File: config.mk
export PLATFORM = sky130hd
export DESIGN_NAME = piecewise_linear_envelope_gain
export DESIGN_NICKNAME = d
export VERILOG_FILES = /design/src/rtl/pleg_pkg.sv /design/src/rtl/pleg_div.sv /design/src/rtl/pleg_sat.sv /design/src/rtl/piecewise_linear_envelope_gain.sv
export SDC_FILE = /design/constraint.sdc
export NUM_CORES = 2
export LEC_CHECK = 0
export BUFFER_PORTS_ARGS = -buffer_cell sky130_fd_sc_hd__buf_2
export CORE_MARGIN = 1
export CORE_UTILIZATION = 40
export CTS_CLUSTER_SIZE = 25
export DETAILED_ROUTE_END_ITERATION = 8
export GPL_TIMING_DRIVEN = 0
export SLEW_MARGIN = 20
export SYNTH_ARGS = -nofsm -noshare
export SYNTH_HDL_FRONTEND = slang
export SYNTH_SLANG_ARGS = --single-unit
File: constraint.sdc
create_clock -name clk_i -period 29.8 [get_ports clk_i]
set_input_delay 5.96 -clock clk_i [delete_from_list [all_inputs] [get_ports clk_i]]
set_output_delay 5.96 -clock clk_i [all_outputs]
set_load 0.03 [all_outputs]
File: src/rtl/pleg_pkg.sv
// Shared types, constants and codes for the piecewise linear envelope gain block.
package pleg_pkg;

  localparam int SAMPLE_BITS     = 24;
  localparam int LENGTH_BITS_DEF = 16;
  localparam int LEVEL_BITS      = 16;
  localparam int GAIN_BITS       = 16;
  localparam int GAIN_FRAC       = 15;
  localparam int CFG_IDX_BITS    = 3;
  localparam int SEG_BITS        = 3;

  localparam logic [LEVEL_BITS-1:0] ATTACK_LVL_RST  = LEVEL_BITS'(32768);
  localparam logic [LEVEL_BITS-1:0] DECAY_LVL_RST   = LEVEL_BITS'(16384);
  localparam logic [LEVEL_BITS-1:0] SUSTAIN_LVL_RST = LEVEL_BITS'(16384);

  typedef enum logic [CFG_IDX_BITS-1:0] {
    REG_ATTACK_LEN  = 3'd0,
    REG_DECAY_LEN   = 3'd1,
    REG_SUSTAIN_LEN = 3'd2,
    REG_RELEASE_LEN = 3'd3,
    REG_ATTACK_LVL  = 3'd4,
    REG_DECAY_LVL   = 3'd5,
    REG_SUSTAIN_LVL = 3'd6
  } cfg_reg_e;

  typedef enum logic [SEG_BITS-1:0] {
    SEG_ATTACK  = 3'd0,
    SEG_DECAY   = 3'd1,
    SEG_SUSTAIN = 3'd2,
    SEG_RELEASE = 3'd3,
    SEG_DONE    = 3'd4
  } seg_e;

  typedef struct packed {
    logic                          kind;
    logic signed [SAMPLE_BITS-1:0] sample_in;
  } in_beat_t;

  typedef struct packed {
    logic signed [SAMPLE_BITS-1:0] sample_out;
    logic [SEG_BITS-1:0]           segment;
  } out_beat_t;

endpackage

File: src/rtl/pleg_div.sv
// Restoring divider, one quotient bit per cycle, for the ramp interpolation.
module pleg_div import pleg_pkg::*; #(
  parameter int LENGTH_BITS = LENGTH_BITS_DEF
) (
  input  logic                             clk_i,
  input  logic                             rst_ni,
  input  logic                             start_i,
  input  logic [GAIN_BITS+LENGTH_BITS-1:0] dividend_i,
  input  logic [LENGTH_BITS-1:0]           divisor_i,
  output logic                             busy_o,
  output logic [GAIN_BITS-1:0]             quot_o
);

  localparam int CntW = $clog2(GAIN_BITS + 1);

  logic [CntW-1:0]        cnt_q;
  logic [LENGTH_BITS-1:0] rem_q;
  logic [LENGTH_BITS-1:0] dsr_q;
  logic [GAIN_BITS-1:0]   dvd_q;
  logic [LENGTH_BITS:0]   trial;
  logic                   fits;

  assign trial  = {rem_q, dvd_q[GAIN_BITS-1]};
  assign fits   = trial >= {1'b0, dsr_q};
  assign busy_o = cnt_q != '0;
  assign quot_o = dvd_q;

  always_ff @(posedge clk_i or negedge rst_ni) begin
    if (!rst_ni) begin
      cnt_q <= '0;
    end else if (start_i) begin
      cnt_q <= CntW'(GAIN_BITS);
    end else if (busy_o) begin
      cnt_q <= cnt_q - CntW'(1);
    end
  end

  // The quotient is known to fit GAIN_BITS, so the top part starts below the divisor.
  always_ff @(posedge clk_i) begin
    if (start_i) begin
      rem_q <= dividend_i[GAIN_BITS+LENGTH_BITS-1:GAIN_BITS];
      dvd_q <= dividend_i[GAIN_BITS-1:0];
      dsr_q <= divisor_i;
    end else if (busy_o) begin
      rem_q <= fits ? LENGTH_BITS'(trial - {1'b0, dsr_q}) : trial[LENGTH_BITS-1:0];
      dvd_q <= {dvd_q[GAIN_BITS-2:0], fits};
    end
  end

endmodule

File: src/rtl/pleg_sat.sv
// Rounding and saturation of the scaled sample product.
module pleg_sat import pleg_pkg::*; #(
  parameter int PROD_BITS = SAMPLE_BITS + GAIN_BITS + 1
) (
  input  logic signed [PROD_BITS-1:0]   prod_i,
  output logic signed [SAMPLE_BITS-1:0] sample_o
);

  localparam logic signed [PROD_BITS-1:0] RoundHalf = PROD_BITS'(1 << (GAIN_FRAC - 1));
  localparam logic signed [PROD_BITS-1:0] SatHi =
    PROD_BITS'((64'sd1 <<< (SAMPLE_BITS - 1)) - 64'sd1);
  localparam logic signed [PROD_BITS-1:0] SatLo = -SatHi - PROD_BITS'(1);

  logic signed [PROD_BITS-1:0] rnd;
  logic signed [PROD_BITS-1:0] shr;

  // Add half, then floor with the arithmetic shift: halves round upwards.
  assign rnd = prod_i + RoundHalf;
  assign shr = rnd >>> GAIN_FRAC;

  always_comb begin
    if (shr > SatHi) begin
      sample_o = SatHi[SAMPLE_BITS-1:0];
    end else if (shr < SatLo) begin
      sample_o = SatLo[SAMPLE_BITS-1:0];
    end else begin
      sample_o = shr[SAMPLE_BITS-1:0];
    end
  end

endmodule

File: src/rtl/piecewise_linear_envelope_gain.sv
// Envelope gain top level: configuration, segment sequencer, output register.
// Gain item: segment select, multiply, divider start, the 16-step divider, gain, scale, output.
// Finished item: segment select, then output; restart item: position back to 0, no result.
// Throughput: one restart per cycle while idle; any other item stalls the input until it is done.
// A result held by the receiver stalls the next item in its last step until the register frees.
// Reset: lengths 0, levels 32768/16384/16384, position 0, output empty.
module piecewise_linear_envelope_gain import pleg_pkg::*; #(
  parameter int LENGTH_BITS = LENGTH_BITS_DEF,
  parameter int CFG_BITS    = (LENGTH_BITS > LEVEL_BITS) ? LENGTH_BITS : LEVEL_BITS
) (
  input  logic                    clk_i,
  input  logic                    rst_ni,
  input  logic                    in_valid_i,
  output logic                    in_stall_o,
  input  in_beat_t                in_data_i,
  output logic                    out_valid_o,
  input  logic                    out_stall_i,
  output out_beat_t               out_data_o,
  input  logic                    cfg_we_i,
  input  logic [CFG_IDX_BITS-1:0] cfg_idx_i,
  input  logic [CFG_BITS-1:0]     cfg_wdata_i
);

  localparam int PosW = LENGTH_BITS + 2;
  localparam int MulW = GAIN_BITS + LENGTH_BITS;
  localparam int ProdW = SAMPLE_BITS + GAIN_BITS + 1;

  typedef enum logic [2:0] {
    S_IDLE, S_SEG, S_MUL, S_DIVST, S_DIV, S_GAIN, S_SCALE, S_OUT
  } state_e;

  state_e state_q;

  logic [LENGTH_BITS-1:0] atk_len_q, dec_len_q, sus_len_q, rel_len_q;
  logic [LEVEL_BITS-1:0]  atk_lvl_q, dec_lvl_q, sus_lvl_q;
  logic [PosW-1:0]        pos_q;

  logic signed [SAMPLE_BITS-1:0] smp_q;
  seg_e                          seg_q;
  logic                          dir_q;
  logic [LEVEL_BITS-1:0]         start_q;
  logic [GAIN_BITS-1:0]          mag_q;
  logic [LENGTH_BITS-1:0]        off_q;
  logic [LENGTH_BITS-1:0]        len_q;
  logic [MulW-1:0]               mul_q;
  logic signed [GAIN_BITS:0]     gain_q;
  logic signed [ProdW-1:0]       scl_q;

  logic      out_valid_q;
  out_beat_t out_q;

  // Segment selection
  logic [PosW-1:0]        e0, e1, e2, e3;
  seg_e                   seg_d;
  logic [LEVEL_BITS-1:0]  lvl_start, lvl_end;
  logic [LENGTH_BITS-1:0] seg_len;
  logic [PosW-1:0]        seg_base;
  logic signed [LEVEL_BITS:0] delta;

  logic                   div_start, div_busy;
  logic [GAIN_BITS-1:0]   div_quot;
  logic signed [SAMPLE_BITS-1:0] sat_smp;
  logic                   in_acc, out_free;

  assign e0 = PosW'(atk_len_q);
  assign e1 = e0 + PosW'(dec_len_q);
  assign e2 = e1 + PosW'(sus_len_q);
  assign e3 = e2 + PosW'(rel_len_q);

  always_comb begin
    seg_d     = SEG_DONE;
    lvl_start = '0;
    lvl_end   = '0;
    seg_len   = atk_len_q;
    seg_base  = '0;
    if (pos_q < e0) begin
      seg_d   = SEG_ATTACK;
      lvl_end = atk_lvl_q;
    end else if (pos_q < e1) begin
      seg_d     = SEG_DECAY;
      lvl_start = atk_lvl_q;
      lvl_end   = dec_lvl_q;
      seg_len   = dec_len_q;
      seg_base  = e0;
    end else if (pos_q < e2) begin
      seg_d     = SEG_SUSTAIN;
      lvl_start = dec_lvl_q;
      lvl_end   = sus_lvl_q;
      seg_len   = sus_len_q;
      seg_base  = e1;
    end else if (pos_q < e3) begin
      seg_d     = SEG_RELEASE;
      lvl_start = sus_lvl_q;
      seg_len   = rel_len_q;
      seg_base  = e2;
    end
  end

  assign delta = $signed({1'b0, lvl_end}) - $signed({1'b0, lvl_start});

  assign in_stall_o = state_q != S_IDLE;
  assign in_acc     = in_valid_i && !in_stall_o;
  assign out_free   = !out_valid_q || !out_stall_i;
  assign div_start  = state_q == S_DIVST;

  pleg_div #(
    .LENGTH_BITS(LENGTH_BITS)
  ) u_div (
    .clk_i,
    .rst_ni,
    .start_i   (div_start),
    .dividend_i(mul_q),
    .divisor_i (len_q),
    .busy_o    (div_busy),
    .quot_o    (div_quot)
  );

  pleg_sat #(
    .PROD_BITS(ProdW)
  ) u_sat (
    .prod_i  (scl_q),
    .sample_o(sat_smp)
  );

  // Configuration registers
  always_ff @(posedge clk_i or negedge rst_ni) begin
    if (!rst_ni) begin
      atk_len_q <= '0;
      dec_len_q <= '0;
      sus_len_q <= '0;
      rel_len_q <= '0;
      atk_lvl_q <= ATTACK_LVL_RST;
      dec_lvl_q <= DECAY_LVL_RST;
      sus_lvl_q <= SUSTAIN_LVL_RST;
    end else if (cfg_we_i) begin
      unique case (cfg_reg_e'(cfg_idx_i))
        REG_ATTACK_LEN:  atk_len_q <= cfg_wdata_i[LENGTH_BITS-1:0];
        REG_DECAY_LEN:   dec_len_q <= cfg_wdata_i[LENGTH_BITS-1:0];
        REG_SUSTAIN_LEN: sus_len_q <= cfg_wdata_i[LENGTH_BITS-1:0];
        REG_RELEASE_LEN: rel_len_q <= cfg_wdata_i[LENGTH_BITS-1:0];
        REG_ATTACK_LVL:  atk_lvl_q <= cfg_wdata_i[LEVEL_BITS-1:0];
        REG_DECAY_LVL:   dec_lvl_q <= cfg_wdata_i[LEVEL_BITS-1:0];
        REG_SUSTAIN_LVL: sus_lvl_q <= cfg_wdata_i[LEVEL_BITS-1:0];
        default: ;
      endcase
    end
  end

  // Sequencer with its control registers
  always_ff @(posedge clk_i or negedge rst_ni) begin
    if (!rst_ni) begin
      state_q     <= S_IDLE;
      pos_q       <= '0;
      out_valid_q <= 1'b0;
    end else begin
      // Load a new beat when the register frees, otherwise drop the taken one
      if (state_q == S_OUT && out_free) begin
        out_valid_q <= 1'b1;
      end else if (out_valid_q && !out_stall_i) begin
        out_valid_q <= 1'b0;
      end
      unique case (state_q)
        S_IDLE: begin
          if (in_acc) begin
            if (in_data_i.kind) begin
              pos_q <= '0;
            end else begin
              state_q <= S_SEG;
            end
          end
        end
        S_SEG: begin
          if (seg_d == SEG_DONE) begin
            state_q <= S_OUT;
          end else begin
            pos_q   <= pos_q + PosW'(1);
            state_q <= S_MUL;
          end
        end
        S_MUL:   state_q <= S_DIVST;
        S_DIVST: state_q <= S_DIV;
        S_DIV: begin
          if (!div_busy) begin
            state_q <= S_GAIN;
          end
        end
        S_GAIN:  state_q <= S_SCALE;
        S_SCALE: state_q <= S_OUT;
        S_OUT: begin
          if (out_free) begin
            state_q <= S_IDLE;
          end
        end
        default: state_q <= S_IDLE;
      endcase
    end
  end

  // Datapath registers
  always_ff @(posedge clk_i) begin
    if (in_acc) begin
      smp_q <= in_data_i.sample_in;
    end
    if (state_q == S_SEG) begin
      seg_q   <= seg_d;
      dir_q   <= delta[LEVEL_BITS];
      start_q <= lvl_start;
      mag_q   <= delta[LEVEL_BITS] ? GAIN_BITS'(-delta) : GAIN_BITS'(delta);
      off_q   <= LENGTH_BITS'(pos_q - seg_base);
      len_q   <= seg_len;
      scl_q   <= '0;
    end
    if (state_q == S_MUL) begin
      mul_q <= MulW'(mag_q) * MulW'(off_q);
    end
    if (state_q == S_GAIN) begin
      gain_q <= dir_q ? $signed({1'b0, start_q}) - $signed({1'b0, div_quot})
                      : $signed({1'b0, start_q}) + $signed({1'b0, div_quot});
    end
    if (state_q == S_SCALE) begin
      scl_q <= ProdW'(smp_q) * ProdW'(gain_q);
    end
    if (state_q == S_OUT && out_free) begin
      out_q.sample_out <= sat_smp;
      out_q.segment    <= seg_q;
    end
  end

  assign out_valid_o = out_valid_q;
  assign out_data_o  = out_q;

endmodule
Word-level counts from Yosys, hierarchy flattened
Index checks and enable logic that the tools add are counted.

storage, ports and cells
  bits of input ports = 49
  output and inout bits = 29
  word-level logic and storage cells = 134
  flip-flop bits (word level) = 396

cells by class
  multiplexer cells = 43
  add/sub/neg operators = 12
  equal/unequal tests = 20
  multiply operators = 2
  order comparisons = 7
  reductions and logical operators = 24

operator list
  cell                      number
  $mux W16                  21
  $mux W41                  2
  $mux W18                  3
  $add A41 B16 Y41 const B  1
  $mul A24 B17 Y41          1
  $lt A18 B18 Y1            2
  $pmux W18 S2              1
  $add A16 B16 Y17          2
  $sub A16 B16 Y17          2
  $mul A16 B16 Y32          1
  $sub A16 B16 Y16          2
  $mux W3                   9
  $gt A26 B24 Y1 const B    1
  $lt A26 B24 Y1 const B    1
  $eq A3 B3 Y1 const B      8
  $mux W24                  1
  $pmux W3 S8               1
  $add A17 B16 Y18          1
  $add A18 B1 Y18 const B   1
  $add A18 B16 Y18          1
  $lt A18 B16 Y1            1
  $lt A18 B17 Y1            1
  $ge A17 B16 Y1            1
  $mux W17                  1
  16 further kinds          42

Logic depth before layout (Yosys ltp)
  word-level depth = 11
  mapped depth = 49
  gate-level depth less buffers = 45

Modules after synthesis
A second synthesis with hierarchy kept.

second synthesis, totals
  cell total of the unflattened synthesis = 4,683
  area, all modules = 46,203.1 µm²

by module, submodules not included
  module                          area each (µm²)  cells an instance  instances  seq. area each (µm²)
  piecewise_linear_envelope_gain  42,284.3         4,290              1          9,633.0
  pleg_div                        3,041.7          264                1          1,566.5
  pleg_sat                        877.1            129                1          0.0

Least setup slack after synthesis
No wires, ideal clock.

  path type = reg2reg
  start = register atk_len_q[0]
  end = register mag_q[5] (data pin)
  slack = 20,177 ps
  arrival = 9,354 ps
  cell stages (with the launch flop) = 47
  library setup time = 269 ps
  period minus slack after synthesis = 9,623 ps
  data required time = 29,531 ps
  path buffers = 4
  cell sequence = dfrtp_1 -> ha_1 -> inv_1 -> fa_1 -> nor2b_1 -> o21ai_0 -> a21boi_0 -> o21a_1 -> nor2_1 -> xnor2_1 -> ha_1 -> a211oi_1 -> nand2b_1 -> a31oi_1 -> o21ai_0 -> xor2_1 -> ha_1 -> or3_1 -> (+11 left out) -> clkbuf_1 -> buf_2 -> buf_2 -> a221oi_1 -> nor3_1 -> ha_1 -> fa_1 -> nor2b_1 -> o31a_1 -> o41a_1 -> a221o_1 -> a41oi_2 -> a21oi_1 -> o21a_1 -> nor2_4 -> buf_6 -> o31ai_1 -> xor2_1

on the way
  elaborated cells between the ends (all ways) = 17
  classes of those cells = 5 x add/sub; 4 x order compare; 8 x mux

RTL lines
  element                   line                                   RTL
  start: declaration        piecewise_linear_envelope_gain.sv:34   logic [LENGTH_BITS-1:0] atk_len_q, dec_len_q, sus_len_q, rel_len_q;
  start signal: assignment  piecewise_linear_envelope_gain.sv:137  REG_ATTACK_LEN: atk_len_q <= cfg_wdata_i[LENGTH_BITS-1:0];
  $add A16 B16 Y17          piecewise_linear_envelope_gain.sv:66   assign e1 = e0 + PosW'(dec_len_q);
  $add A17 B16 Y18          piecewise_linear_envelope_gain.sv:67   assign e2 = e1 + PosW'(sus_len_q);
  $add A18 B16 Y18          piecewise_linear_envelope_gain.sv:68   assign e3 = e2 + PosW'(rel_len_q);
  $lt A18 B18 Y1            piecewise_linear_envelope_gain.sv:91   end else if (pos_q < e3) begin
  $mux W16                  piecewise_linear_envelope_gain.sv:91
  $mux W16                  piecewise_linear_envelope_gain.sv:85   end else if (pos_q < e2) begin
  $mux W16                  piecewise_linear_envelope_gain.sv:79   end else if (pos_q < e1) begin
  $mux W16 *                piecewise_linear_envelope_gain.sv:76   if (pos_q < e0) begin
  via lvl_start[0]          piecewise_linear_envelope_gain.sv:55   logic [LEVEL_BITS-1:0] lvl_start, lvl_end;
  $sub A16 B16 Y17 *        piecewise_linear_envelope_gain.sv:99   assign delta = $signed({1'b0, lvl_end}) - $signed({1'b0, lvl_start});
  via delta[16]             piecewise_linear_envelope_gain.sv:58   logic signed [LEVEL_BITS:0] delta;
  $mux W16 *                piecewise_linear_envelope_gain.sv:208  mag_q <= delta[LEVEL_BITS] ? GAIN_BITS'(-delta) : GAIN_BITS'(delta);
  end signal: assignment    piecewise_linear_envelope_gain.sv:208
  end: declaration          piecewise_linear_envelope_gain.sv:42   logic [GAIN_BITS-1:0] mag_q;

Mark *: on every way through the listed nets, which the timed path passes. The rest lies on a longest branch.
A chain may end at the register's enable or synchronous reset.

Final worst setup path
  start = register atk_len_q[0]
  end = register mag_q[15] (data pin)

The elaborated chain is that of the path after synthesis.

==> impl_metrics.env <==
export IMPL_first_iter_violations=2237
export IMPL_die_x_um=336
export IMPL_syn_to_final_growth_pct=8.87
export IMPL_clk_latency_ps=630
export IMPL_antenna_found_initial=3
export IMPL_maxCapViolations=0
export IMPL_die_h_um=336
export IMPL_min_period_over_period_pct=42.7
export IMPL_finalNetCount=5736
export IMPL_drc=0
export IMPL_min_path_type="reg2reg"
export IMPL_clock_sinks=382
export IMPL_synthArstFlopShare_pct=36.4
export IMPL_path_max_fanout=10
export IMPL_cpPeakStageDelay_ps=690
export IMPL_synth_seq_cells=382
export IMPL_grt_pass1_wl_um=195000
export IMPL_finalHoldViolations=0
export IMPL_clk_pin_slew_ps=70
export IMPL_avgRoutedWirePerCell_um=20.0
export IMPL_cp_slowest_cell="a21oi_2"
export IMPL_grt_max_degree=71
export IMPL_ys_types=82
export IMPL_totalWireLength_um=124000
export IMPL_min_period_ps=12720
export IMPL_routed_via_density=5.29
export IMPL_drive_gt1_share_pct=6.44
export IMPL_tightest_slew_ps=1160
export IMPL_worstPathArrival_ps=13090
export IMPL_synthCells=4573
export IMPL_setup_viol_count_final=0
export IMPL_synth_edf_count=243
export IMPL_cp_end_kind="flip-flop"
export IMPL_cts_buffer_depth=3
export IMPL_num_rows=122
export IMPL_cts_hold_buf=0
export IMPL_grt_overflow_total=0
export IMPL_grt_pass1_vias=34100
export IMPL_synth_top_cell_area_share_pct=26.9
export IMPL_fillCellCount=10700
export IMPL_cts_buffers=42
export IMPL_synth_avg_cell_area_um2=9.77
export IMPL_h_tree_depth=2
export IMPL_crit_top_cell="ha_1"
export IMPL_rsz0062_at_grt="false"
export IMPL_setup_tns_ps=0
export IMPL_synth_area_leader_cell="fa_1"
export IMPL_slew_violations=0
export IMPL_fmax_mhz=78.6
export IMPL_core_area_um2=111000
export IMPL_yosys_top_cells_area="fa_1 (27%), edfxtp_1 (16%), ha_1 (11%)"
export IMPL_reg2reg_setup_slack_ps=17080
export IMPL_ys_flop_type="edfxtp_1"
export IMPL_io_pins=78
export IMPL_routabilityCongestion=0.945
export IMPL_stdcell_area_um2=48700
export IMPL_status="finished clean"
export IMPL_cts_setup_buffers=0
export IMPL_required_ps=30170
export IMPL_grtUsageTotal_pct=22.5
export IMPL_cts_tree="built"
export IMPL_ys_seq_area_share_pct=24.1
export IMPL_crit_path_start_kind="flip-flop"
export IMPL_hpwl_um=101000
export IMPL_die_area_um2=113000
export IMPL_cts_resized=0
export IMPL_path_class="reg2reg"
export IMPL_syn_nets=5608
export IMPL_synth_area_um2=44700
export IMPL_initial_utilization_pct=40.4
export IMPL_yosys_warnings=0
export IMPL_firstDrtPassIters=6
export IMPL_port_buffers=75
export IMPL_dpl_cell_area_um2=47100
export IMPL_finalClockSkew_ps=47.8
export IMPL_cts_root_buf="clkbuf_16"
export IMPL_max_slew_margin_pct=22.7
export IMPL_final_antenna_net_count=0
export IMPL_vias=32900
==> critical path, delay by kind of cell, from the launching register on <==
| family | cells | cell delay, ps |
|---|---|---|
| AO/OA/AOI/OAI | 21 | 5830 |
| XOR/XNOR | 3 | 920 |
| adder cells (fa/ha/maj) | 7 | 2120 |
| buffers and inverters | 5 | 1170 |
| flip-flops | 1 | 440 |
| AND/OR/NAND/NOR | 11 | 2010 |
==> cells by family after synthesis <==
family / count (synthesis) / share of synthesized area [%]
simple gates: 1396 / 14.9
fa+ha+maj: 986 / 37.7
buf+inv: 879 / 7.43
compound gates: 629 / 9.35
flops: 382 / 24.1
xor+xnor: 195 / 3.82
mux: 106 / 2.65
==> registers in the layout, indices dropped and copies added, names as in the netlist, 17 cells and up <==
name / flops
mul_q: 32
out_data_o: 27
gain_q: 17
scl_q: 27
pos_q: 18
smp_q: 24
==> synth_stat cells, drive strengths merged (25+ instances only) <==
cell type  number
nand2b         43
and2          263
nor2b          28
nand3          74
mux2           97
o21a           33
xor2           63
fa            601
or3            28
nor2          208
clkbuf        149
o211ai         25
edfxtp        243
ha            385
a31oi          52
a221o          29
dfrtp         136
a21o           71
a21oi         134
o21ai         158
inv           713
and3           27
xnor2         132
nand2         582
nor3           63
==> through the flow <==
| stage | hold slack, ps | cells | utilization, % | setup WS, ps |
|---|---|---|---|---|
| finish | 415 | 6224 | 44.0 | 17080 |
| global route | 422 | 6222 | 44.0 | 16460 |
| CTS | 422 | 6222 | 44.0 | 17290 |
| detailed placement | 406 | 6145 | 42.6 | 17400 |
| global placement | 404 | 6136 | 42.4 | 17430 |
| floorplan | 400 | 4573 | - | 20180 |
==> layout by cell type (no fill, tap or decap), types with 20 or more instances in the layout <==
| cell | netlist | routed |
|---|---|---|
| nor2b_1 | 28 | 28 |
| xnor2_1 | 132 | 132 |
| clkbuf_1 | 149 | 157 |
| a31oi_1 | 52 | 52 |
| or3_1 | 28 | 28 |
| o21ai_0 | 122 | 122 |
| nand3_1 | 74 | 74 |
| mux2_2 | 97 | 97 |
| clkbuf_16 | 0 | 42 |
| and3_1 | 27 | 27 |
| buf_2 | 11 | 85 |
| ha_1 | 385 | 385 |
| dfrtp_1 | 136 | 136 |
| nand4_1 | 21 | 21 |
| nor3_1 | 61 | 60 |
| nor2_1 | 207 | 207 |
| edfxtp_1 | 243 | 243 |
| o21a_1 | 33 | 33 |
| xor2_1 | 63 | 63 |
| o211ai_1 | 24 | 24 |
| and2_1 | 263 | 262 |
| fa_1 | 601 | 601 |
| inv_1 | 713 | 712 |
| a21o_1 | 71 | 71 |
| a221o_1 | 29 | 29 |
| a21oi_1 | 131 | 130 |
| nand2_1 | 582 | 580 |
| nand2b_1 | 43 | 43 |
| o21ai_1 | 36 | 36 |
| a22o_1 | 20 | 20 |
==> worst paths after layout <==
kind | endpoint | startpoint | cells past startpoint
setup / recovery | mag_q[15]$_DFFE_PP_ | atk_len_q[0]$_DFFE_PN0P_ | 47
hold / removal | u_div.dsr_q[0]$_DFFE_PP_ | len_q[0]$_DFFE_PP_ | 0
setup reg to reg | mag_q[15]$_DFFE_PP_ | atk_len_q[0]$_DFFE_PN0P_ | 47
hold reg to reg | u_div.dsr_q[0]$_DFFE_PP_ | len_q[0]$_DFFE_PP_ | 0
max in group asynchronous | dec_lvl_q[14]$_DFFE_PN1P_ | rst_ni | 2
min in group asynchronous | pos_q[15]$_DFFE_PN0P_ | rst_ni | 1
==> final cells by class <==
class | instances | area [um^2] | area share, %
Clock inverter | 23 | 378 | 0.777
Antenna cell | 2 | 5.00 | 0.0103
Sequential cell | 382 | 10800 | 22.2
Tap cell | 1488 | 1860 | 3.83
Timing Repair Buffer | 84 | 534 | 1.10
Buffer | 166 | 646 | 1.33
Inverter | 713 | 2680 | 5.51
Multi-Input combinational cell | 3312 | 30600 | 63.0
Clock buffer | 54 | 1130 | 2.31
==> metal layers <==
layer	GRT usage, %	routed length (um)
met1	28.5	51800
met4	7.63	4350
met3	3.17	6900
met2	39.1	61200
met5	0	18
Power is left out: the tool's default activity adds up to more than one toggle a clock period on the data nets, which glitch-free logic cannot reach.
